**src/rtl/ectcd_pkg.sv**
```systemverilog
// Shared constants, types and tables for the epoch time to civil date pipeline.
package ectcd_pkg;

  // Microseconds per day = 2^11 * 42187500; the power of two is split off first.
  localparam int                US_SHIFT    = 11;
  localparam longint unsigned   DAY_DIV     = 64'd42187500;
  localparam int                DAY_NUM_W   = 54;
  localparam int                DAY_Q_W     = 28;
  localparam int                DAY_SHIFT_W = 27;
  // Bias that makes the shifted count non-negative before the day division.
  localparam logic [DAY_NUM_W-1:0] DAY_BIAS = DAY_NUM_W'(DAY_DIV) << DAY_SHIFT_W;

  localparam longint unsigned   US_PER_HOUR   = 64'd3600000000;
  localparam longint unsigned   US_PER_MINUTE = 64'd60000000;
  localparam longint unsigned   US_PER_SECOND = 64'd1000000;
  localparam int                TOD_W         = 37;

  // Calendar constants.
  localparam longint unsigned   DAYS_400Y     = 64'd146097;
  localparam int                DAYS_4Y       = 1460;
  localparam int                DAYS_100Y     = 36524;
  localparam int                DAYS_400Y_M1  = 146096;
  localparam longint unsigned   DAYS_YEAR     = 64'd365;
  localparam longint unsigned   MONTH_DIV     = 64'd153;
  localparam int                ERA_BIAS      = 1024;
  localparam int                EPOCH_SHIFT   = 719468;
  localparam int                Z_W           = 28;
  // Day quotient carries +2^27; shift it to days from 0000-03-01 plus ERA_BIAS eras.
  localparam int                Z_OFS = ERA_BIAS * 146097 + EPOCH_SHIFT - (1 << DAY_SHIFT_W);
  localparam int                ERA_W  = 11;
  localparam int                DOE_W  = 18;
  localparam int                YOE_W  = 9;
  localparam int                DOY_W  = 9;
  localparam int                MPN_W  = 11;
  localparam int                MP_W   = 4;
  localparam int                YB_W   = 21;
  localparam int                YEAR_LIMIT = 32767;

  typedef struct packed {
    logic [4:0]  hour;
    logic [5:0]  minute;
    logic [5:0]  second;
    logic [19:0] usec;
  } ectcd_tod_t;

  // First day of year (March based) for each shifted month: (153*mp+2)/5.
  function automatic logic [DOY_W-1:0] mp_day_base(input logic [MP_W-1:0] mp);
    logic [DOY_W-1:0] base;
    unique case (mp)
      4'd0:    base = 9'd0;
      4'd1:    base = 9'd31;
      4'd2:    base = 9'd61;
      4'd3:    base = 9'd92;
      4'd4:    base = 9'd122;
      4'd5:    base = 9'd153;
      4'd6:    base = 9'd184;
      4'd7:    base = 9'd214;
      4'd8:    base = 9'd245;
      4'd9:    base = 9'd275;
      4'd10:   base = 9'd306;
      4'd11:   base = 9'd337;
      default: base = 9'd0;
    endcase
    return base;
  endfunction

endpackage

```
**src/rtl/ectcd_cdiv.sv**
```systemverilog
// Pipelined restoring divider by a constant, one quotient bit per stage.
module ectcd_cdiv #(
  parameter int              NUM_W  = 8,
  parameter longint unsigned DIV    = 3,
  parameter int              Q_W    = 4,
  parameter int              SIDE_W = 1
) (
  input  logic                     clk,
  input  logic                     rst_n,
  input  logic                     en,
  input  logic                     in_v,
  input  logic [NUM_W-1:0]         in_num,
  input  logic [SIDE_W-1:0]        in_side,
  output logic                     out_v,
  output logic [Q_W-1:0]           out_q,
  output logic [$clog2(DIV)-1:0]   out_rem,
  output logic [SIDE_W-1:0]        out_side
);

  localparam int R_W = $clog2(DIV);

  logic [R_W-1:0]    rem_r  [Q_W];
  logic [Q_W-1:0]    q_r    [Q_W];
  logic [Q_W-1:0]    lo_r   [Q_W];
  logic [SIDE_W-1:0] side_r [Q_W];
  logic [Q_W-1:0]    v_r;

  logic [R_W-1:0]    rem_p  [Q_W];
  logic [Q_W-1:0]    q_p    [Q_W];
  logic [Q_W-1:0]    lo_p   [Q_W];
  logic [SIDE_W-1:0] side_p [Q_W];
  logic [Q_W-1:0]    v_p;

  // Upper dividend bits are already below the divisor and seed the remainder.
  assign rem_p[0]  = R_W'(in_num[NUM_W-1:Q_W]);
  assign q_p[0]    = '0;
  assign lo_p[0]   = in_num[Q_W-1:0];
  assign side_p[0] = in_side;
  assign v_p[0]    = in_v;

  for (genvar k = 0; k < Q_W; k++) begin : g_stage
    logic [R_W:0]   t;
    logic           ge;
    logic [R_W-1:0] rem_nxt;
    logic [Q_W-1:0] q_nxt;

    if (k > 0) begin : g_link
      assign rem_p[k]  = rem_r[k-1];
      assign q_p[k]    = q_r[k-1];
      assign lo_p[k]   = lo_r[k-1];
      assign side_p[k] = side_r[k-1];
      assign v_p[k]    = v_r[k-1];
    end

    assign t  = {rem_p[k], lo_p[k][Q_W-1-k]};
    assign ge = (t >= (R_W+1)'(DIV));

    always_comb begin
      rem_nxt = ge ? R_W'(t - (R_W+1)'(DIV)) : R_W'(t);
      q_nxt = q_p[k];
      q_nxt[Q_W-1-k] = ge;
    end

    always_ff @(posedge clk) begin
      if (!rst_n) begin
        v_r[k] <= 1'b0;
      end else if (en) begin
        v_r[k] <= v_p[k];
      end
    end

    always_ff @(posedge clk) begin
      if (en) begin
        rem_r[k]  <= rem_nxt;
        q_r[k]    <= q_nxt;
        lo_r[k]   <= lo_p[k];
        side_r[k] <= side_p[k];
      end
    end
  end

  assign out_v    = v_r[Q_W-1];
  assign out_q    = q_r[Q_W-1];
  assign out_rem  = rem_r[Q_W-1];
  assign out_side = side_r[Q_W-1];

  // Quotient must fit in Q_W bits, else the seeded remainder is already too big.
  a_num_in_range: assert property (@(posedge clk) disable iff (!rst_n)
    in_v |-> (64'(in_num[NUM_W-1:Q_W]) < DIV))
    else $error("cdiv dividend exceeds quotient width");

endmodule

```
**src/rtl/ectcd_date.sv**
```systemverilog
// Day count (March based, biased by whole eras) to year base, day of year and month index.
module ectcd_date #(
  parameter int SIDE_W = 1
) (
  input  logic                                clk,
  input  logic                                rst_n,
  input  logic                                en,
  input  logic                                in_v,
  input  logic [ectcd_pkg::Z_W-1:0]           in_z,
  input  logic [SIDE_W-1:0]                   in_side,
  output logic                                out_v,
  output logic signed [ectcd_pkg::YB_W-1:0]   out_yb,
  output logic [ectcd_pkg::DOY_W-1:0]         out_doy,
  output logic [ectcd_pkg::MP_W-1:0]          out_mp,
  output logic [SIDE_W-1:0]                   out_side
);

  localparam int ERA_W = ectcd_pkg::ERA_W;
  localparam int DOE_W = ectcd_pkg::DOE_W;
  localparam int YOE_W = ectcd_pkg::YOE_W;
  localparam int DOY_W = ectcd_pkg::DOY_W;
  localparam int YB_W  = ectcd_pkg::YB_W;
  localparam int MPN_W = ectcd_pkg::MPN_W;
  localparam int MP_W  = ectcd_pkg::MP_W;
  localparam int B_W   = ERA_W + DOE_W + SIDE_W;
  localparam int F_W   = DOY_W + YB_W + SIDE_W;

  // era and day of era
  logic              v_a;
  logic [ERA_W-1:0]  era_a;
  logic [DOE_W-1:0]  doe_a;
  logic [SIDE_W-1:0] side_a;

  ectcd_cdiv #(
    .NUM_W (ectcd_pkg::Z_W),
    .DIV   (ectcd_pkg::DAYS_400Y),
    .Q_W   (ERA_W),
    .SIDE_W(SIDE_W)
  ) u_era (
    .clk     (clk),
    .rst_n   (rst_n),
    .en      (en),
    .in_v    (in_v),
    .in_num  (in_z),
    .in_side (in_side),
    .out_v   (v_a),
    .out_q   (era_a),
    .out_rem (doe_a),
    .out_side(side_a)
  );

  // doe / 1460
  logic              v_b;
  logic [6:0]        q4y_b;
  logic [B_W-1:0]    pk_b;
  logic [ERA_W-1:0]  era_b;
  logic [DOE_W-1:0]  doe_b;
  logic [SIDE_W-1:0] side_b;

  ectcd_cdiv #(
    .NUM_W (DOE_W),
    .DIV   (64'(ectcd_pkg::DAYS_4Y)),
    .Q_W   (7),
    .SIDE_W(B_W)
  ) u_leap (
    .clk     (clk),
    .rst_n   (rst_n),
    .en      (en),
    .in_v    (v_a),
    .in_num  (doe_a),
    .in_side ({era_a, doe_a, side_a}),
    .out_v   (v_b),
    .out_q   (q4y_b),
    .out_rem (),
    .out_side(pk_b)
  );

  assign {era_b, doe_b, side_b} = pk_b;

  // leap-corrected day count
  logic [2:0]        c100_b;
  logic [DOE_W-1:0]  n_nxt;
  logic [DOE_W-1:0]  n_c_r;
  logic [B_W-1:0]    pk_c_r;
  logic              v_c_r;

  always_comb begin
    c100_b = 3'(doe_b >= DOE_W'(ectcd_pkg::DAYS_100Y))
           + 3'(doe_b >= DOE_W'(2 * ectcd_pkg::DAYS_100Y))
           + 3'(doe_b >= DOE_W'(3 * ectcd_pkg::DAYS_100Y))
           + 3'(doe_b >= DOE_W'(ectcd_pkg::DAYS_400Y_M1));
    n_nxt = doe_b - DOE_W'(q4y_b) + DOE_W'(c100_b)
          - DOE_W'(doe_b == DOE_W'(ectcd_pkg::DAYS_400Y_M1));
  end

  always_ff @(posedge clk) begin
    if (!rst_n) begin
      v_c_r <= 1'b0;
    end else if (en) begin
      v_c_r <= v_b;
    end
  end

  always_ff @(posedge clk) begin
    if (en) begin
      n_c_r  <= n_nxt;
      pk_c_r <= pk_b;
    end
  end

  // year of era
  logic              v_d;
  logic [YOE_W-1:0]  yoe_d;
  logic [B_W-1:0]    pk_d;
  logic [ERA_W-1:0]  era_d;
  logic [DOE_W-1:0]  doe_d;
  logic [SIDE_W-1:0] side_d;

  ectcd_cdiv #(
    .NUM_W (DOE_W),
    .DIV   (ectcd_pkg::DAYS_YEAR),
    .Q_W   (YOE_W),
    .SIDE_W(B_W)
  ) u_yoe (
    .clk     (clk),
    .rst_n   (rst_n),
    .en      (en),
    .in_v    (v_c_r),
    .in_num  (n_c_r),
    .in_side (pk_c_r),
    .out_v   (v_d),
    .out_q   (yoe_d),
    .out_rem (),
    .out_side(pk_d)
  );

  assign {era_d, doe_d, side_d} = pk_d;

  // day of year and year base
  logic [1:0]        c100_d;
  logic [DOY_W-1:0]  doy_nxt;
  logic [YB_W-1:0]   yb_nxt;
  logic [DOY_W-1:0]  doy_e_r;
  logic [YB_W-1:0]   yb_e_r;
  logic [SIDE_W-1:0] side_e_r;
  logic              v_e_r;

  always_comb begin
    c100_d = 2'(yoe_d >= YOE_W'(100)) + 2'(yoe_d >= YOE_W'(200)) + 2'(yoe_d >= YOE_W'(300));
    doy_nxt = DOY_W'(19'(doe_d) - (19'(yoe_d) * 19'd365 + 19'(yoe_d[YOE_W-1:2]) - 19'(c100_d)));
    yb_nxt = YB_W'(yoe_d) + YB_W'(era_d) * YB_W'(400) - YB_W'(ectcd_pkg::ERA_BIAS * 400);
  end

  always_ff @(posedge clk) begin
    if (!rst_n) begin
      v_e_r <= 1'b0;
    end else if (en) begin
      v_e_r <= v_d;
    end
  end

  always_ff @(posedge clk) begin
    if (en) begin
      doy_e_r  <= doy_nxt;
      yb_e_r   <= yb_nxt;
      side_e_r <= side_d;
    end
  end

  // month numerator 5*doy+2
  logic [MPN_W-1:0]  mpn_f_r;
  logic [F_W-1:0]    pk_f_r;
  logic              v_f_r;

  always_ff @(posedge clk) begin
    if (!rst_n) begin
      v_f_r <= 1'b0;
    end else if (en) begin
      v_f_r <= v_e_r;
    end
  end

  always_ff @(posedge clk) begin
    if (en) begin
      mpn_f_r <= MPN_W'(doy_e_r) * MPN_W'(5) + MPN_W'(2);
      pk_f_r  <= {doy_e_r, yb_e_r, side_e_r};
    end
  end

  logic [F_W-1:0] pk_g;

  ectcd_cdiv #(
    .NUM_W (MPN_W),
    .DIV   (ectcd_pkg::MONTH_DIV),
    .Q_W   (MP_W),
    .SIDE_W(F_W)
  ) u_month (
    .clk     (clk),
    .rst_n   (rst_n),
    .en      (en),
    .in_v    (v_f_r),
    .in_num  (mpn_f_r),
    .in_side (pk_f_r),
    .out_v   (out_v),
    .out_q   (out_mp),
    .out_rem (),
    .out_side(pk_g)
  );

  logic [YB_W-1:0] yb_g;

  assign {out_doy, yb_g, out_side} = pk_g;
  assign out_yb = $signed(yb_g);

  a_doy_range: assert property (@(posedge clk) disable iff (!rst_n)
    v_e_r |-> (doy_e_r <= DOY_W'(365)))
    else $error("day of year out of range");

endmodule

```
**config.mk**
```make
export PLATFORM = sky130hd
export DESIGN_NAME = ectcd_date
export DESIGN_NICKNAME = d
export VERILOG_FILES = /design/src/rtl/ectcd_pkg.sv /design/src/rtl/ectcd_cdiv.sv /design/src/rtl/ectcd_date.sv
export SDC_FILE = /design/constraint.sdc
export NUM_CORES = 1
export LEC_CHECK = 0
export BUFFER_PORTS_ARGS = -buffer_cell sky130_fd_sc_hd__buf_2
export CELL_PAD_IN_SITES_DETAIL_PLACEMENT = 1
export CELL_PAD_IN_SITES_GLOBAL_PLACEMENT = 1
export CORE_MARGIN = 2
export CORE_UTILIZATION = 28
export DETAILED_ROUTE_END_ITERATION = 6
export GPL_TIMING_DRIVEN = 0
export PLACE_DENSITY = 0.48
export SYNTH_ARGS = -nofsm -noshare
export SYNTH_HDL_FRONTEND = slang
export SYNTH_SLANG_ARGS = --single-unit
```
**constraint.sdc**
```tcl
create_clock -name clk -period 4.52 [get_ports clk]
set_input_delay 0.452 -clock clk [delete_from_list [all_inputs] [get_ports clk]]
set_output_delay 0.452 -clock clk [all_outputs]
set_load 0.01 [all_outputs]
```
==> flow_metrics.tcl <==
set metrics [dict create \
    status "completed" \
    numCtsBuffers 144 \
    cts_buffer_depth 3 \
    dieHeight_um 434 \
    utilization_pct 33.0 \
    dieArea_um2 188000 \
    io-pin-count 69 \
    maxSlewHeadroom_pct 21.6 \
    rr_worst_depth 18 \
    routed_via_density 4.14 \
    dpl.hpwl_um 51900 \
    p_leak_uw 0.0218 \
    cp_data_arrival_time_ns 4.89 \
    cts_tree "yes" \
    synth_ff_type "edfxtp_1" \
    peakVddDrop_mv 0.368 \
    reg2reg_from "u_yoe.q_r[0][77]$_DFFE_PP_" \
    min_period_ns 4.39 \
    instances_no_fill 6071 \
    ys_ff_latch 1274 \
    grtUsageTotal_pct 8.92 \
    fmax_mhz 228 \
    first_pass_iters 4 \
    drv_cap 0 \
    area_growth_pct 17.1 \
    antenna_found_initial 0 \
    path_clk_slew_ns 0.06 \
    grt_pass1_wl_um 136000 \
    ys_async_sr_fraction_pct 0 \
    drc 0 \
    place_inst 5755 \
    clock-root-buffer "clkbuf_16" \
    drt_iter0_markers 1422 \
    min_path_cells 2 \
    die_x_um 434 \
    num_rows 157 \
    synth_common_cells "1240 x edfxtp_1, 207 x ha_1, 202 x inv_1" \
    postRouteAntennaNets 0 \
    worst-endpoint-required_ns 5.02 \
    yosysTopAreaCellShare_pct 72.0 \
    synth_cell_types 66 \
    netlist_area_um2 51700 \
    cts_max_level 4 \
    seq_area_um2 37900 \
    p_total_uw 37000 \
    finalWirelength_um 83600 \
    final-setup-viol-count 0 \
    cts.sinks 1274 \
    hp-class "input port to flop" \
    wl_per_cell_um 13.8 \
    cp_max_fo 4 \
    yosys.cell_count.top_type "edfxtp_1" \
    grt_setup_unrepaired "true" \
    critPathCaptureType "flop" \
    worstSkewPairLatency_ns 0.76 \
    num-fill-cells 18900 \
    synth_seq_area_share_pct 73.4 \
    gp_congestion 0.731 \
    synth_edf_count 1240 \
    r2r_slack_ns 0.13 \
    ys_warn_count 0 \
    synth_largest_area_cell "edfxtp_1" \
    cp-start-kind "flop" \
    fin_setup_tns_ns 0 \
    multi_input_area_um2 13000 \
    drive_above_1_share_pct 11.4 \
    start_util_pct 28.2 \
    syn-instance-count 3216 \
    grt_max_degree 177 \
    vias 25200 \
    grt_pass1_vias 26200 \
    critPathKind "flop to flop" \
    power_density_nw_per_um2 612 \
    yosys-top-cells-area "edfxtp_1 72%, ha_1 5.0%, xor2_1 3.2%" \
    maxSlewViolCount 0 \
    avgSynthCellArea_um2 16.1 \
    synth_nets 3490 \
    overflow 0 \
    r2r_end "doy_e_r[8]$_DFFE_PP_" \
    whs_endpoint "u_era.rem_r[0][6]$_DFFE_PP_" \
    hold_start "in_z[16]" \
    port_buffers 68 \
    core_area_um2 183000 \
    worst_pin_slew_ns 1.18 \
    nets 3774 \
    clock_skew_ns 0.0180 \
    finalCritPeriodShare_pct 97.0 \
    finalHoldViolations 0 \
]
## where the power goes
part	internal, uW	switching, uW	total, uW
Combinational	3690	4270	7950
Clock	6550	4590	11100
Sequential	16400	1540	17900
## worst max-delay path by stage
| stage | start | slack [ns] | end |
|---|---|---|---|
| 2_1_floorplan | u_yoe.q_r[0][77]$_DFFE_PP_ | 0.24 | doy_e_r[8]$_DFFE_PP_ |
| 3_3_place_gp | en | -17.34 | u_month.rem_r[2][4]$_DFFE_PP_ |
| 3_5_place_dp | u_leap.side_r[6][15]$_DFFE_PP_ | -0.57 | n_c_r[16]$_DFFE_PP_ |
| 4_1_cts | u_leap.side_r[6][4]$_DFFE_PP_ | 0.001 | n_c_r[10]$_DFFE_PP_ |
| 5_1_grt | u_yoe.q_r[0][77]$_DFFE_PP_ | -0.09 | doy_e_r[8]$_DFFE_PP_ |
| 6_report | u_yoe.q_r[0][77]$_DFFE_PP_ | 0.13 | doy_e_r[8]$_DFFE_PP_ |
## kinds of logic after synthesis
group | after synthesis | share of synthesized area [%]
AO/OA/AOI/OAI | 386 | 4.89
XOR/XNOR | 354 | 6.00
adder cells (fa/ha/maj) | 241 | 6.33
buffers and inverters | 237 | 1.75
flip-flops | 1274 | 73.4
multiplexers | 61 | 1.21
AND/OR/NAND/NOR | 663 | 6.47
## routing by layer
| layer | vias to the layer above | track usage, % | wire length [um] |
|---|---|---|---|
| met5 | - | 0 | 0 |
| met4 | 0 | 3.62 | 2440 |
| met3 | 149 | 2.06 | 2770 |
| met2 | 248 | 14.9 | 39900 |
| met1 | 12300 | 11.1 | 38600 |
| li1 | 12500 | - | - |
## critical path: stages (launching register included)
cell and delay (ns):
edfxtp_1 0.51, inv_2 0.14, ha_1 0.15, nand4_1 0.09, a21oi_1 0.15, nor2_1 0.08
fa_2 0.38, fa_1 0.46, fa_2 0.36, fa_1 0.50, inv_1 0.04, ha_1 0.22
fa_2 0.36, a21oi_2 0.15, nor2_1 0.06, nor2_1 0.14, o21bai_1 0.09, a21oi_1 0.16
xnor2_1 0.09
## per-stage QoR
stage	area, um2	hold WS [ns]	worst slack, ns
CTS	60300	0.00267	0.00145
global route	60500	0.0361	-0.0866
floorplan	51700	0.400	0.236
finish	60500	0.0789	0.134
global placement	55100	0.400	-17.34
detailed placement	55300	0.405	-0.574
## flip-flops by register name (all words and copies together) (netlist names), 10 cells and up
name and count:
u_month.rem_r 24, u_era.rem_r 198, u_month.q_r 10, u_era.v_p 10, u_era.q_r 66, u_leap.lo_r 12
u_era.side_r 11, u_leap.rem_r 56, u_month.side_r 124, n_c_r 18, yb_e_r 21, u_yoe.q_r 45
u_era.lo_r 55, u_yoe.rem_r 72, u_leap.side_r 196, pk_f_r 31, u_yoe.side_r 189, u_leap.q_r 28
pk_c_r 21, u_yoe.lo_r 36, mpn_f_r 11
## layout make-up
cell class              count  area share [%]
inverters                 208            1.29
plain buffers              29           0.207
flip-flops and latches   1274            62.7
repair buffers            138            1.80
well taps                2464            5.09
diodes                      1         0.00414
clock buffers             178            6.34
clock inverters            74            1.14
multi-input cells        1705            21.5
## layout by cell type (no fill, tap or decap), types with 10 or more instances in the layout
cell / n
ha_1: 205
mux2i_1: 51
or2_2: 11
o21bai_1: 25
nand3b_1: 11
nand2b_1: 41
a31o_2: 24
clkbuf_1: 49
edfxtp_1: 1240
buf_4: 38
nand3_1: 38
xnor2_1: 167
nor3_1: 39
nor2_1: 193
mux2_2: 10
clkinv_1: 27
inv_1: 197
fa_1: 29
and3_1: 21
nor3b_1: 19
o31ai_1: 11
a21oi_1: 102
o21ai_0: 66
dlygate4sd3_1: 25
o21a_1: 26
nor2b_1: 71
a21o_1: 25
clkbuf_16: 149
clkinv_2: 21
nand2_1: 136
nor4_1: 25
dfxtp_1: 34
buf_2: 74
o211ai_1: 16
xor2_1: 187
a31oi_1: 35
## what timing repair did
item / in CTS / in global routing
setup endpoints to repair: 14 / 11
endpoints found under the hold margin: 28 / 0
hold buffers: 25 / 0
buffers inserted: 20 / 18
pin swaps: 7 / 14
resized for setup: 19 / 17
Power figures use the tool's default switching activity.
