[config.mk]
export PLATFORM = sky130hd
export DESIGN_NAME = ectcd_cdiv
export DESIGN_NICKNAME = d
export VERILOG_FILES = /design/src/rtl/ectcd_cdiv.sv
export SDC_FILE = /design/constraint.sdc
export NUM_CORES = 1
export LEC_CHECK = 0
export BUFFER_PORTS_ARGS = -buffer_cell sky130_fd_sc_hd__buf_4
export CAP_MARGIN = 5
export CORE_MARGIN = 10
export CORE_UTILIZATION = 50
export CTS_BUF_LIST = sky130_fd_sc_hd__clkbuf_8
export CTS_CLUSTER_SIZE = 40
export DETAILED_ROUTE_END_ITERATION = 10
export PLACE_DENSITY = 0.72
export SYNTH_ARGS = -nofsm -noshare
export SYNTH_HDL_FRONTEND = slang
export SYNTH_SLANG_ARGS = --single-unit
[constraint.sdc]
create_clock -name clk -period 1.7 [get_ports clk]
set_input_delay 0.17 -clock clk [delete_from_list [all_inputs] [get_ports clk]]
set_output_delay 0.17 -clock clk [all_outputs]
set_load 0.05 [all_outputs]
[src/rtl/ectcd_cdiv.sv]
// Pipelined restoring divider by a constant, one quotient bit per stage.
module ectcd_cdiv #(
  parameter int              NUM_W  = 8,
  parameter longint unsigned DIV    = 3,
  parameter int              Q_W    = 4,
  parameter int              SIDE_W = 1
) (
  input  logic                     clk,
  input  logic                     rst_n,
  input  logic                     en,
  input  logic                     in_v,
  input  logic [NUM_W-1:0]         in_num,
  input  logic [SIDE_W-1:0]        in_side,
  output logic                     out_v,
  output logic [Q_W-1:0]           out_q,
  output logic [$clog2(DIV)-1:0]   out_rem,
  output logic [SIDE_W-1:0]        out_side
);

  localparam int R_W = $clog2(DIV);

  logic [R_W-1:0]    rem_r  [Q_W];
  logic [Q_W-1:0]    q_r    [Q_W];
  logic [Q_W-1:0]    lo_r   [Q_W];
  logic [SIDE_W-1:0] side_r [Q_W];
  logic [Q_W-1:0]    v_r;

  logic [R_W-1:0]    rem_p  [Q_W];
  logic [Q_W-1:0]    q_p    [Q_W];
  logic [Q_W-1:0]    lo_p   [Q_W];
  logic [SIDE_W-1:0] side_p [Q_W];
  logic [Q_W-1:0]    v_p;

  // Upper dividend bits are already below the divisor and seed the remainder.
  assign rem_p[0]  = R_W'(in_num[NUM_W-1:Q_W]);
  assign q_p[0]    = '0;
  assign lo_p[0]   = in_num[Q_W-1:0];
  assign side_p[0] = in_side;
  assign v_p[0]    = in_v;

  for (genvar k = 0; k < Q_W; k++) begin : g_stage
    logic [R_W:0]   t;
    logic           ge;
    logic [R_W-1:0] rem_nxt;
    logic [Q_W-1:0] q_nxt;

    if (k > 0) begin : g_link
      assign rem_p[k]  = rem_r[k-1];
      assign q_p[k]    = q_r[k-1];
      assign lo_p[k]   = lo_r[k-1];
      assign side_p[k] = side_r[k-1];
      assign v_p[k]    = v_r[k-1];
    end

    assign t  = {rem_p[k], lo_p[k][Q_W-1-k]};
    assign ge = (t >= (R_W+1)'(DIV));

    always_comb begin
      rem_nxt = ge ? R_W'(t - (R_W+1)'(DIV)) : R_W'(t);
      q_nxt = q_p[k];
      q_nxt[Q_W-1-k] = ge;
    end

    always_ff @(posedge clk) begin
      if (!rst_n) begin
        v_r[k] <= 1'b0;
      end else if (en) begin
        v_r[k] <= v_p[k];
      end
    end

    always_ff @(posedge clk) begin
      if (en) begin
        rem_r[k]  <= rem_nxt;
        q_r[k]    <= q_nxt;
        lo_r[k]   <= lo_p[k];
        side_r[k] <= side_p[k];
      end
    end
  end

  assign out_v    = v_r[Q_W-1];
  assign out_q    = q_r[Q_W-1];
  assign out_rem  = rem_r[Q_W-1];
  assign out_side = side_r[Q_W-1];

  // Quotient must fit in Q_W bits, else the seeded remainder is already too big.
  a_num_in_range: assert property (@(posedge clk) disable iff (!rst_n)
    in_v |-> (64'(in_num[NUM_W-1:Q_W]) < DIV))
    else $error("cdiv dividend exceeds quotient width");

endmodule

==> qor.csv, run 1 <==
stage,metric,value,unit
die,row_count,17,
clocking,cts_root_buf,clkbuf_8,
clocking,hold_buffers,0,
critical_path,worstPathMaxFanout,5,
outcome,status,completed,
yosys,yosysTopAreaCell,edfxtp_1,
global_routing,grt_util_all_layers,6.90,%
timing,fmax,0.699,GHz
yosys,yosys_warnings,0,
detailed_routing,first_pass_iters,2,
timing,tns,0,ns
job,max-cap-violations,0,
critical_path,cp.arrival,1.55,ns
detailed_routing,routed_wl,1580,um
global_routing,antenna_found_initial,0,
timing,drv_slew,0,
critical_path,critPathKind,register to register,
place,dp_cells,118,
critical_path,rrSetupSlack,0.27,ns
layout,fin_area,1500,sq um
clocking,clock_latency,0.27,ns
clocking,clk_pin_slew_worst_paths,0.06,ns
critical_path,cp-end-kind,register,
die,die_h,69.1,um
clocking,post_cts_buffers,0,
yosys,synthCells,73,
detailed_routing,postRouteAntennaNets,0,
layout,nNetsFinal,114,
power,ir_worst_vdd,0.925,mV
place,io_buffers,18,
detailed_routing,drt_iter0_markers,16,
clocking,cts-buffers-inserted,5,
clocking,ctsResizeCount,0,
hold_path,hold_class,input pin to register,
yosys,yosysTopAreaCellShare,69.7,%
layout,fin_cells,126,
yosys,synthTopCellsByArea,"edfxtp_1 (70%), dfxtp_1 (6.6%), ha_1 (4.1%), mux2i_1 (3.3%), o32a_1 (3.3%)",
yosys,netlist_area,1210,sq um
power,p_leak,0.569,nW
die,num_io_pins,21,
critical_path,start_kind,register,
die,core,2250,sq um
yosys,synthArstFlopShare,0,%
timing,worstMarginPinSlew,0.399,ns
critical_path,critPathRequiredTime,1.82,ns
timing,finalHoldViolations,0,
layout,final_layout_size_suffix_gt1_share,26.5,%
yosys,synth.avg_cell_area,16.5,sq um
global_routing,grt_max_degree,33,
detailed_routing,vias,651,
global_routing,grt_pass1_vias,667,
detailed_routing,drc,0,
detailed_routing,highest_layer,met4,
power,powerDensity,1270,nW/um^2
yosys,synth.most_common_cell,edfxtp_1,
detailed_routing,wl_per_cell,12.6,um
place,placed_area,1370,sq um
timing,finalSetupViolations,0,
place,gp_routability_congestion,0.676,
yosys,synth-seq-area-share,76.3,%
layout,area_growth,24.2,%
die,dieArea,4780,sq um
timing,max-slew-margin-rel,73.4,%
global_routing,grt_pass1_wl,2650,um
clocking,clk_path_buf_depth,2,
yosys,ys_seq_elements,32,
yosys,synth_commonest_cells,"edfxtp_1 (28), nand2_1 (8)",
yosys,synth_ff_type,edfxtp_1,
critical_path,slowest_delay,0.51,ns
critical_path,slowest_stage,or4b_1,
clocking,h-tree-depth,2,
yosys,syn_nets,90,
timing,period_share,84.1,%
yosys,synth_edf_count,28,
detailed_routing,viasPerCell,5.17,
detailed_routing,wl_met3,109,um
clocking,cts_tree,done,
clocking,cts.sink_count,32,
global_routing,grt_overflow,0,
detailed_routing,wl_met1,650,um
critical_path,path_cells,"ha_1, or4b_1, o21ai_0",
timing,rsz0062_at_grt,no,
die,initial_core_util,53.5,%
layout,n_antenna_cell,0,
timing,skew,0.00368,ns
die,die_width,69.1,um
detailed_routing,wl_met2,806,um
timing,period_needed,1.43,ns
yosys,ys_types,12,
worst max-delay path: cells and delay by family (launching register included):
family,cells,cell delay [ns]
AOI/OAI and AO/OA,1,0.08
adders and majority gates,1,0.27
DFF,1,0.43
and+or+nand+nor,1,0.51
logic make-up after synthesis:
kind of cell               count (synthesis)  share of synthesized area, %
AOI/OAI and AO/OA                          8                          4.98
adders and majority gates                  4                          4.15
buffers and inverters                      1                         0.415
DFF                                       32                          76.3
muxes                                      4                          3.32
and+or+nand+nor                           24                          10.8
cell type report:
| class | count | area [sq um] |
|---|---|---|
| fill | 163 | 757 |
| tap | 28 | 35.0 |
| sequential | 32 | 921 |
| clock inverter | 1 | 30.0 |
| multi-input combinational | 40 | 280 |
| clock buffer | 7 | 96.3 |
| timing repair buffer | 18 | 135 |
metal layers:
layer  global-route usage [%]  up-vias
met5                        0        -
met4                     5.32        0
met3                     3.71        2
met2                     11.4       19
met1                     6.13      300
li1                         -      330
per-stage QoR:
step / total power [W] / util [%] / hold WS, ns / setup WS, ns
after floorplan: 0.00109 / - / 0.269 / 0.330
after global routing: 0.00199 / 66.4 / 0.0582 / 0.179
after global placement: 0.00115 / 60.8 / 0.348 / 0.300
after CTS: 0.00193 / 66.4 / 0.0634 / 0.266
after detailed placement: 0.00116 / 60.8 / 0.349 / 0.282
final: 0.00191 / 66.4 / 0.0714 / 0.270
cells in the final DEF (no fill, tap or decap):
master     instances
nor2b_1            4
mux2i_1            4
o32a_1             4
ha_1               4
edfxtp_1          28
nand2_1            8
bufinv_16          1
nor3_1             4
clkbuf_8           7
buf_4             18
nor2_1             4
or4b_1             4
dfxtp_1            4
o21ai_0            4
registers in the layout (all words and copies together), names as in the netlist:
signal / count
lo_r: 6
out_v: 1
q_r: 10
rem_r: 8
side_r: 4
v_p: 3
path summary, 6_finish.rpt:
path,startpoint,to,cells past startpoint
max reg2reg,lo_r[2][0]$_DFFE_PP_,rem_r[3][0]$_DFFE_PP_,3
max,lo_r[2][0]$_DFFE_PP_,rem_r[3][0]$_DFFE_PP_,3
min,in_side,side_r[0]$_DFFE_PP_,1
min reg2reg,lo_r[0][1]$_DFFE_PP_,lo_r[1][1]$_DFFE_PP_,0
power breakdown:
| group | total, W | switching, W | internal (W) |
|---|---|---|---|
| registers | 0.000964 | 0.0000310 | 0.000933 |
| clock network | 0.000768 | 0.000251 | 0.000517 |
| logic | 0.000177 | 0.000104 | 0.0000728 |
Power figures use the tool's default switching activity.
==> inputs of run 2 (changes only) <==
==> constraint.sdc (replaced) <==
create_clock -name clk -period 1.39 [get_ports clk]
set_input_delay 0.139 -clock clk [delete_from_list [all_inputs] [get_ports clk]]
set_output_delay 0.139 -clock clk [all_outputs]
set_load 0.05 [all_outputs]
==> qor.csv, run 2 (synthesis results as in run 1) <==
stage,metric,value,unit,change
die,die_width,69.1,um,unchanged
critical_path,critPathKind,register to register,,unchanged
critical_path,slowest_stage,or4b_1,,unchanged
die,initial_core_util,53.5,%,unchanged
critical_path,crit_start,lo_r[1][1]$_DFFE_PP_,,was lo_r[2][0]$_DFFE_PP_
clocking,cts_tree,done,,unchanged
layout,reg_top3,"q_r (10), rem_r (8), lo_r (6)",,unchanged
global_routing,grt_pass1_wl,2980,um,was 2650 um
layout,regMostFlops,q_r,,unchanged
place,io_buffers,18,,unchanged
timing,drv_slew,0,,unchanged
critical_path,cp.arrival,1.48,ns,was 1.55 ns
clocking,h-tree-depth,2,,unchanged
global_routing,antenna_found_initial,0,,unchanged
layout,largest_register_ffs,10,,unchanged
layout,layout_common_cells,"edfxtp_1 (28), buf_4 (26), nand2_1 (8)",,"was edfxtp_1 (28), buf_4 (18), nand2_1 (8)"
die,dieArea,4780,sq um,unchanged
timing,tns,0,ns,unchanged
global_routing,grt_pass1_vias,741,,was 667
timing,skew,0.00298,ns,was 0.00368 ns
die,core,2250,sq um,unchanged
clocking,cts-buffers-inserted,5,,unchanged
global_routing,grt_max_degree,33,,unchanged
critical_path,path_cells,"ha_2, or4b_1, o21ai_0",,"was ha_1, or4b_1, o21ai_0"
layout,final_common_cell,edfxtp_1,,unchanged
layout,multi_input_area,288,sq um,was 280 sq um
power,powerDensity,1470,nW/um^2,was 1270 nW/um^2
detailed_routing,drc,0,,unchanged
layout,fin_cells,134,,was 126
layout,n_antenna_cell,0,,unchanged
timing,hold_slack,0.0311,ns,was 0.0714 ns
layout,final_layout_size_suffix_gt1_share,34.0,%,was 26.5%
critical_path,cp-end-kind,register,,unchanged
die,row_count,17,,unchanged
detailed_routing,drt_iter0_markers,11,,was 16
clocking,cts.sink_count,32,,unchanged
layout,nFillCells,168,,was 163
power,p_leak,0.598,nW,was 0.569 nW
place,dp_cells,124,,was 118
timing,worstMarginPinSlew,0.408,ns,was 0.399 ns
die,num_io_pins,21,,unchanged
global_routing,grt_overflow,0,,unchanged
clocking,clk_pin_slew_worst_paths,0.06,ns,about the same
timing,period_share,97.6,%,was 84.1%
detailed_routing,wl_per_cell,13.6,um,was 12.6 um
detailed_routing,viasPerCell,5.25,,was 5.17
layout,postLayoutCoreUtil,68.6,%,was 66.4%
outcome,status,completed,,unchanged
timing,finalSetupViolations,0,,unchanged
critical_path,critPathRequiredTime,1.51,ns,was 1.82 ns
timing,finalHoldViolations,0,,unchanged
detailed_routing,first_pass_iters,4,,was 2
place,gp_routability_congestion,0.672,,was 0.676
detailed_routing,postRouteAntennaNets,0,,unchanged
detailed_routing,vias,703,,was 651
critical_path,crit_family,simple AND/OR/NAND/NOR gates,,unchanged
place,placed_area,1420,sq um,was 1370 sq um
critical_path,worstPathMaxFanout,4,,was 5
critical_path,regToRegStartpoint,lo_r[1][1]$_DFFE_PP_,,was lo_r[2][0]$_DFFE_PP_
clocking,cts_root_buf,clkbuf_8,,unchanged
job,max-cap-violations,0,,unchanged
layout,seqCellArea,921,sq um,unchanged
power,ir_worst_vdd,1.13,mV,was 0.925 mV
clocking,hold_buffers,0,,unchanged
critical_path,start_kind,register,,unchanged
hold_path,worstHoldStart,in_side,,unchanged
clocking,clock_latency,0.28,ns,was 0.27 ns
critical_path,path_buf_inv,0,,unchanged
critical_path,slowest_delay,0.47,ns,was 0.51 ns
detailed_routing,routed_wl,1830,um,was 1580 um
hold_path,hold_class,input pin to register,,unchanged
layout,nNetsFinal,122,,was 114
timing,max-slew-margin-rel,72.8,%,was 73.4%
layout,area_growth,28.2,%,was 24.2%
clocking,clk_path_buf_depth,2,,unchanged
place,place_hpwl,1250,um,
timing,period_needed,1.36,ns,was 1.43 ns
die,die_h,69.1,um,unchanged
timing,fmax,0.737,GHz,was 0.699 GHz
global_routing,grt_util_all_layers,7.92,%,was 6.90%
layout,fin_area,1550,sq um,was 1500 sq um
## run 2: cell types whose count changed in the layout (fill, tap and decap cells not counted)
| cell | previous run | this run |
|---|---|---|
| inv_1 | 0 | 1 |
| clkinv_2 | 0 | 1 |
| buf_4 | 18 | 26 |
| ha_2 | 0 | 3 |
| ha_1 | 4 | 1 |
| clkbuf_8 | 7 | 5 |
## run 2: metal layers
metal / track usage, % / share of wire (%) / vias to the layer above
met2: 13.0 / 51 / 19
met1: 6.64 / 38 / 329
met4: 7.98 / 3.7 / 0
met3: 3.85 / 6.6 / 7
li1: - / - / 348
met5: 0 / 0 / -
## run 2: final timing paths
| path | to | slack (ns) | cells past startpoint |
|---|---|---|---|
| worst min-delay path | side_r[0]$_DFFE_PP_ | 0.03 | 1 |
| worst max-delay path | rem_r[2][0]$_DFFE_PP_ | 0.03 | 3 |
| worst min register to register | side_r[2]$_DFFE_PP_ | 0.42 | 0 |
| worst max register to register | rem_r[2][0]$_DFFE_PP_ | 0.03 | 3 |
## run 2: cell type report
| type | count | share of cell area [%] |
|---|---|---|
| multi-input combinational | 40 | 18.6 |
| tap | 28 | 2.27 |
| sequential | 32 | 59.5 |
| clock inverter | 3 | 2.51 |
| clock buffer | 5 | 4.45 |
| timing repair buffer | 26 | 12.6 |
## run 2: per-stage QoR
stage,worst slack [ns],power (W)
after floorplan,0.0203,0.00133
after global placement,0.0509,0.00143
after detailed placement,0.00135,0.00144
after CTS,0.0183,0.00229
after global routing,-0.00277,0.00236
final,0.0340,0.00227
## run 2: report_power, final
group          internal [W]  total, W  switching (W)
Combinational      0.000113  0.000258       0.000145
Clock              0.000523  0.000841       0.000318
Sequential          0.00114   0.00117      0.0000307
Total               0.00178   0.00227       0.000493
## run 2: repair_timing
action | CTS | global route
endpoints found under the setup margin | 1 | 3
hold endpoints to repair | 0 | 0
pin swaps | 0 | 2
resized for setup | 1 | 2
setup buffers | 0 | 2
==> inputs of run 3 (changes only) <==
--- a/config.mk
+++ b/config.mk
@@ -8,11 +8,11 @@
 export BUFFER_PORTS_ARGS = -buffer_cell sky130_fd_sc_hd__buf_4
 export CAP_MARGIN = 5
 export CORE_MARGIN = 10
-export CORE_UTILIZATION = 50
+export CORE_UTILIZATION = 55
 export CTS_BUF_LIST = sky130_fd_sc_hd__clkbuf_8
 export CTS_CLUSTER_SIZE = 40
 export DETAILED_ROUTE_END_ITERATION = 10
-export PLACE_DENSITY = 0.72
+export PLACE_DENSITY = 0.79
 export SYNTH_ARGS = -nofsm -noshare
 export SYNTH_HDL_FRONTEND = slang
 export SYNTH_SLANG_ARGS = --single-unit
==> qor.csv, run 3 (synthesis results as in run 1) <==
stage,metric,value,unit,change
power,internal_power,0.00160,W,was 0.00178 W
timing,max-slew-margin-rel,73.3,%,was 72.8%
timing,period_needed,1.39,ns,was 1.36 ns
place,gp_routability_congestion,0.712,,was 0.672
critical_path,cp.arrival,1.41,ns,was 1.48 ns
die,die_h,66.8,um,was 69.1 um
layout,postLayoutCoreUtil,76.0,%,was 68.6%
place,placed_area,1410,sq um,was 1420 sq um
global_routing,grt_overflow,0,,unchanged
critical_path,rrSetupSlack,-0.002,ns,was 0.03 ns
critical_path,regToRegStartpoint,rem_r[2][0]$_DFFE_PP_,,was lo_r[1][1]$_DFFE_PP_
clocking,cts_tree,done,,unchanged
critical_path,start_kind,register,,unchanged
clocking,h-tree-depth,2,,unchanged
power,powerDensity,1350,nW/um^2,was 1470 nW/um^2
hold_path,hold_class,input pin to register,,unchanged
detailed_routing,vias,719,,was 703
layout,area_growth,27.4,%,was 28.2%
power,power.switching,0.000485,W,was 0.000493 W
clocking,clk_pin_slew_worst_paths,0.06,ns,about the same
critical_path,r2r-end,rem_r[3][1]$_DFFE_PP_,,was rem_r[2][0]$_DFFE_PP_
power,switching_share,23.3,%,was 21.7%
outcome,status,"complete, but fails checks",,was completed
global_routing,grt_util_all_layers,9.53,%,was 7.92%
detailed_routing,viasPerCell,5.41,,was 5.25
detailed_routing,first_pass_iters,4,,unchanged
die,die_width,66.8,um,was 69.1 um
layout,nFillCells,146,,was 168
timing,finalHoldViolations,0,,unchanged
layout,final_layout_size_suffix_gt1_share,34.0,%,unchanged
layout,fin_area,1540,sq um,was 1550 sq um
layout,reg_top3,"q_r (10), rem_r (8), lo_r (6)",,unchanged
clocking,cts_root_buf,clkbuf_8,,unchanged
detailed_routing,drc,0,,unchanged
clocking,clk_path_buf_depth,2,,unchanged
die,core,2020,sq um,was 2250 sq um
power,p_leak,0.592,nW,was 0.598 nW
global_routing,antenna_found_initial,0,,unchanged
layout,nNetsFinal,123,,was 122
power,ir_worst_vdd,1.23,mV,was 1.13 mV
power,pwr-share-clk,30.2,%,was 37.0%
timing,drv_slew,0,,unchanged
timing,period_share,100,%,was 97.6%
clocking,hold_buffers,0,,unchanged
outcome,violations,negative setup slack,,
critical_path,crit_start,rem_r[2][0]$_DFFE_PP_,,was lo_r[1][1]$_DFFE_PP_
place,place_hpwl,1340,um,was 1250 um
detailed_routing,routed_wl,2030,um,was 1830 um
die,dieArea,4470,sq um,was 4780 sq um
detailed_routing,postRouteAntennaNets,0,,unchanged
layout,regMostFlops,q_r,,unchanged
timing,hold_slack,0.0348,ns,was 0.0311 ns
critical_path,critPathKind,register to register,,unchanged
layout,layout_common_cells,"edfxtp_1 (28), buf_4 (26), nand2_1 (8)",,unchanged
timing,fin_ws,-0.00244,ns,was 0.0340 ns
die,initial_core_util,59.7,%,was 53.5%
clocking,cts.sink_count,32,,unchanged
layout,n_antenna_cell,0,,unchanged
critical_path,cp-end-kind,register,,unchanged
global_routing,grt_pass1_vias,719,,was 741
detailed_routing,drt_iter0_markers,20,,was 11
critical_path,critPathCapture,rem_r[3][1]$_DFFE_PP_,,was rem_r[2][0]$_DFFE_PP_
layout,final_common_cell,edfxtp_1,,unchanged
place,io_buffers,18,,unchanged
timing,rsz0062_at_grt,yes,,
clocking,clock_latency,0.28,ns,about the same
global_routing,grt_pass1_wl,3040,um,was 2980 um
die,row_count,16,,was 17
job,max-cap-violations,0,,unchanged
timing,worstMarginPinSlew,0.400,ns,was 0.408 ns
die,num_io_pins,21,,unchanged
detailed_routing,wl_per_cell,15.3,um,was 13.6 um
critical_path,worstPathMaxFanout,3,,was 4
power,comb_power_share,13.2,%,was 11.4%
power,seqPwrFrac,56.6,%,was 51.6%
clocking,cts-buffers-inserted,5,,unchanged
timing,fmax,0.718,GHz,was 0.737 GHz
timing,finalSetupViolations,1,,was 0
critical_path,critPathRequiredTime,1.41,ns,was 1.51 ns
global_routing,grt_max_degree,33,,unchanged
critical_path,worstRegToRegCells,3,,unchanged
layout,largest_register_ffs,10,,unchanged
timing,skew,0.00340,ns,was 0.00298 ns
run 3: stage by stage:
step / setup TNS, ns / std cells / total power [W] / setup slack, ns
after floorplan: 0 / 73 / 0.00133 / 0.0203
after detailed placement: -0.0543 / 122 / 0.00145 / -0.0543
after global routing: -0.0673 / 133 / 0.00218 / -0.0311
final: -0.00244 / 133 / 0.00208 / -0.00244
after CTS: 0 / 130 / 0.00208 / 0.0183
after global placement: 0 / 122 / 0.00142 / 0.00134
run 3: worst max-delay path: stages, from the launching register on:
cell,delay [ns]
edfxtp_1,0.44
ha_4,0.20
buf_4,0.13
o32a_1,0.36
run 3: worst min path at each step:
stage	to	cells after the start	slack, ns	start
after floorplan	lo_r[0][0]$_DFFE_PP_	0	0.24	in_num[0]
after global placement	lo_r[0][0]$_DFFE_PP_	1	0.32	in_num[0]
after detailed placement	lo_r[0][1]$_DFFE_PP_	1	0.32	in_num[1]
after CTS	lo_r[0][2]$_DFFE_PP_	1	0.02	in_num[2]
after global routing	side_r[0]$_DFFE_PP_	1	0.02	in_side
final	lo_r[0][1]$_DFFE_PP_	1	0.03	in_num[1]
run 3: timing repair:
item,4_1_cts,5_1_grt
setup buffers,1,3
pin swaps,0,2
setup endpoints to repair,2,3
gates resized for setup,2,6
hold endpoints to repair,0,0
run 3: layout make-up:
class	count	area (sq um)	area share, %
flip-flops and latches	32	921	59.9
multi-input cells	40	298	19.4
repair buffers	27	206	13.4
clock buffers	5	68.8	4.48
well taps	27	33.8	2.20
clock inverters	2	8.76	0.570
run 3: metal layers:
layer | wire (um) | vias to the layer above | global-route usage, %
li1 | - | 350 | -
met5 | 0 | - | 0
met1 | 781 | 337 | 8.47
met2 | 997 | 25 | 14.6
met4 | 66 | 0 | 7.07
met3 | 183 | 7 | 7.02
run 3: power groups by stage:
stage	clock network [W]	logic (W)	registers, W
2_1_floorplan	0	0.0000787	0.00125
3_3_place_gp	0	0.000236	0.00119
3_5_place_dp	0	0.000250	0.00120
4_1_cts	0.000651	0.000257	0.00117
5_1_grt	0.000696	0.000303	0.00119
6_report	0.000628	0.000275	0.00118
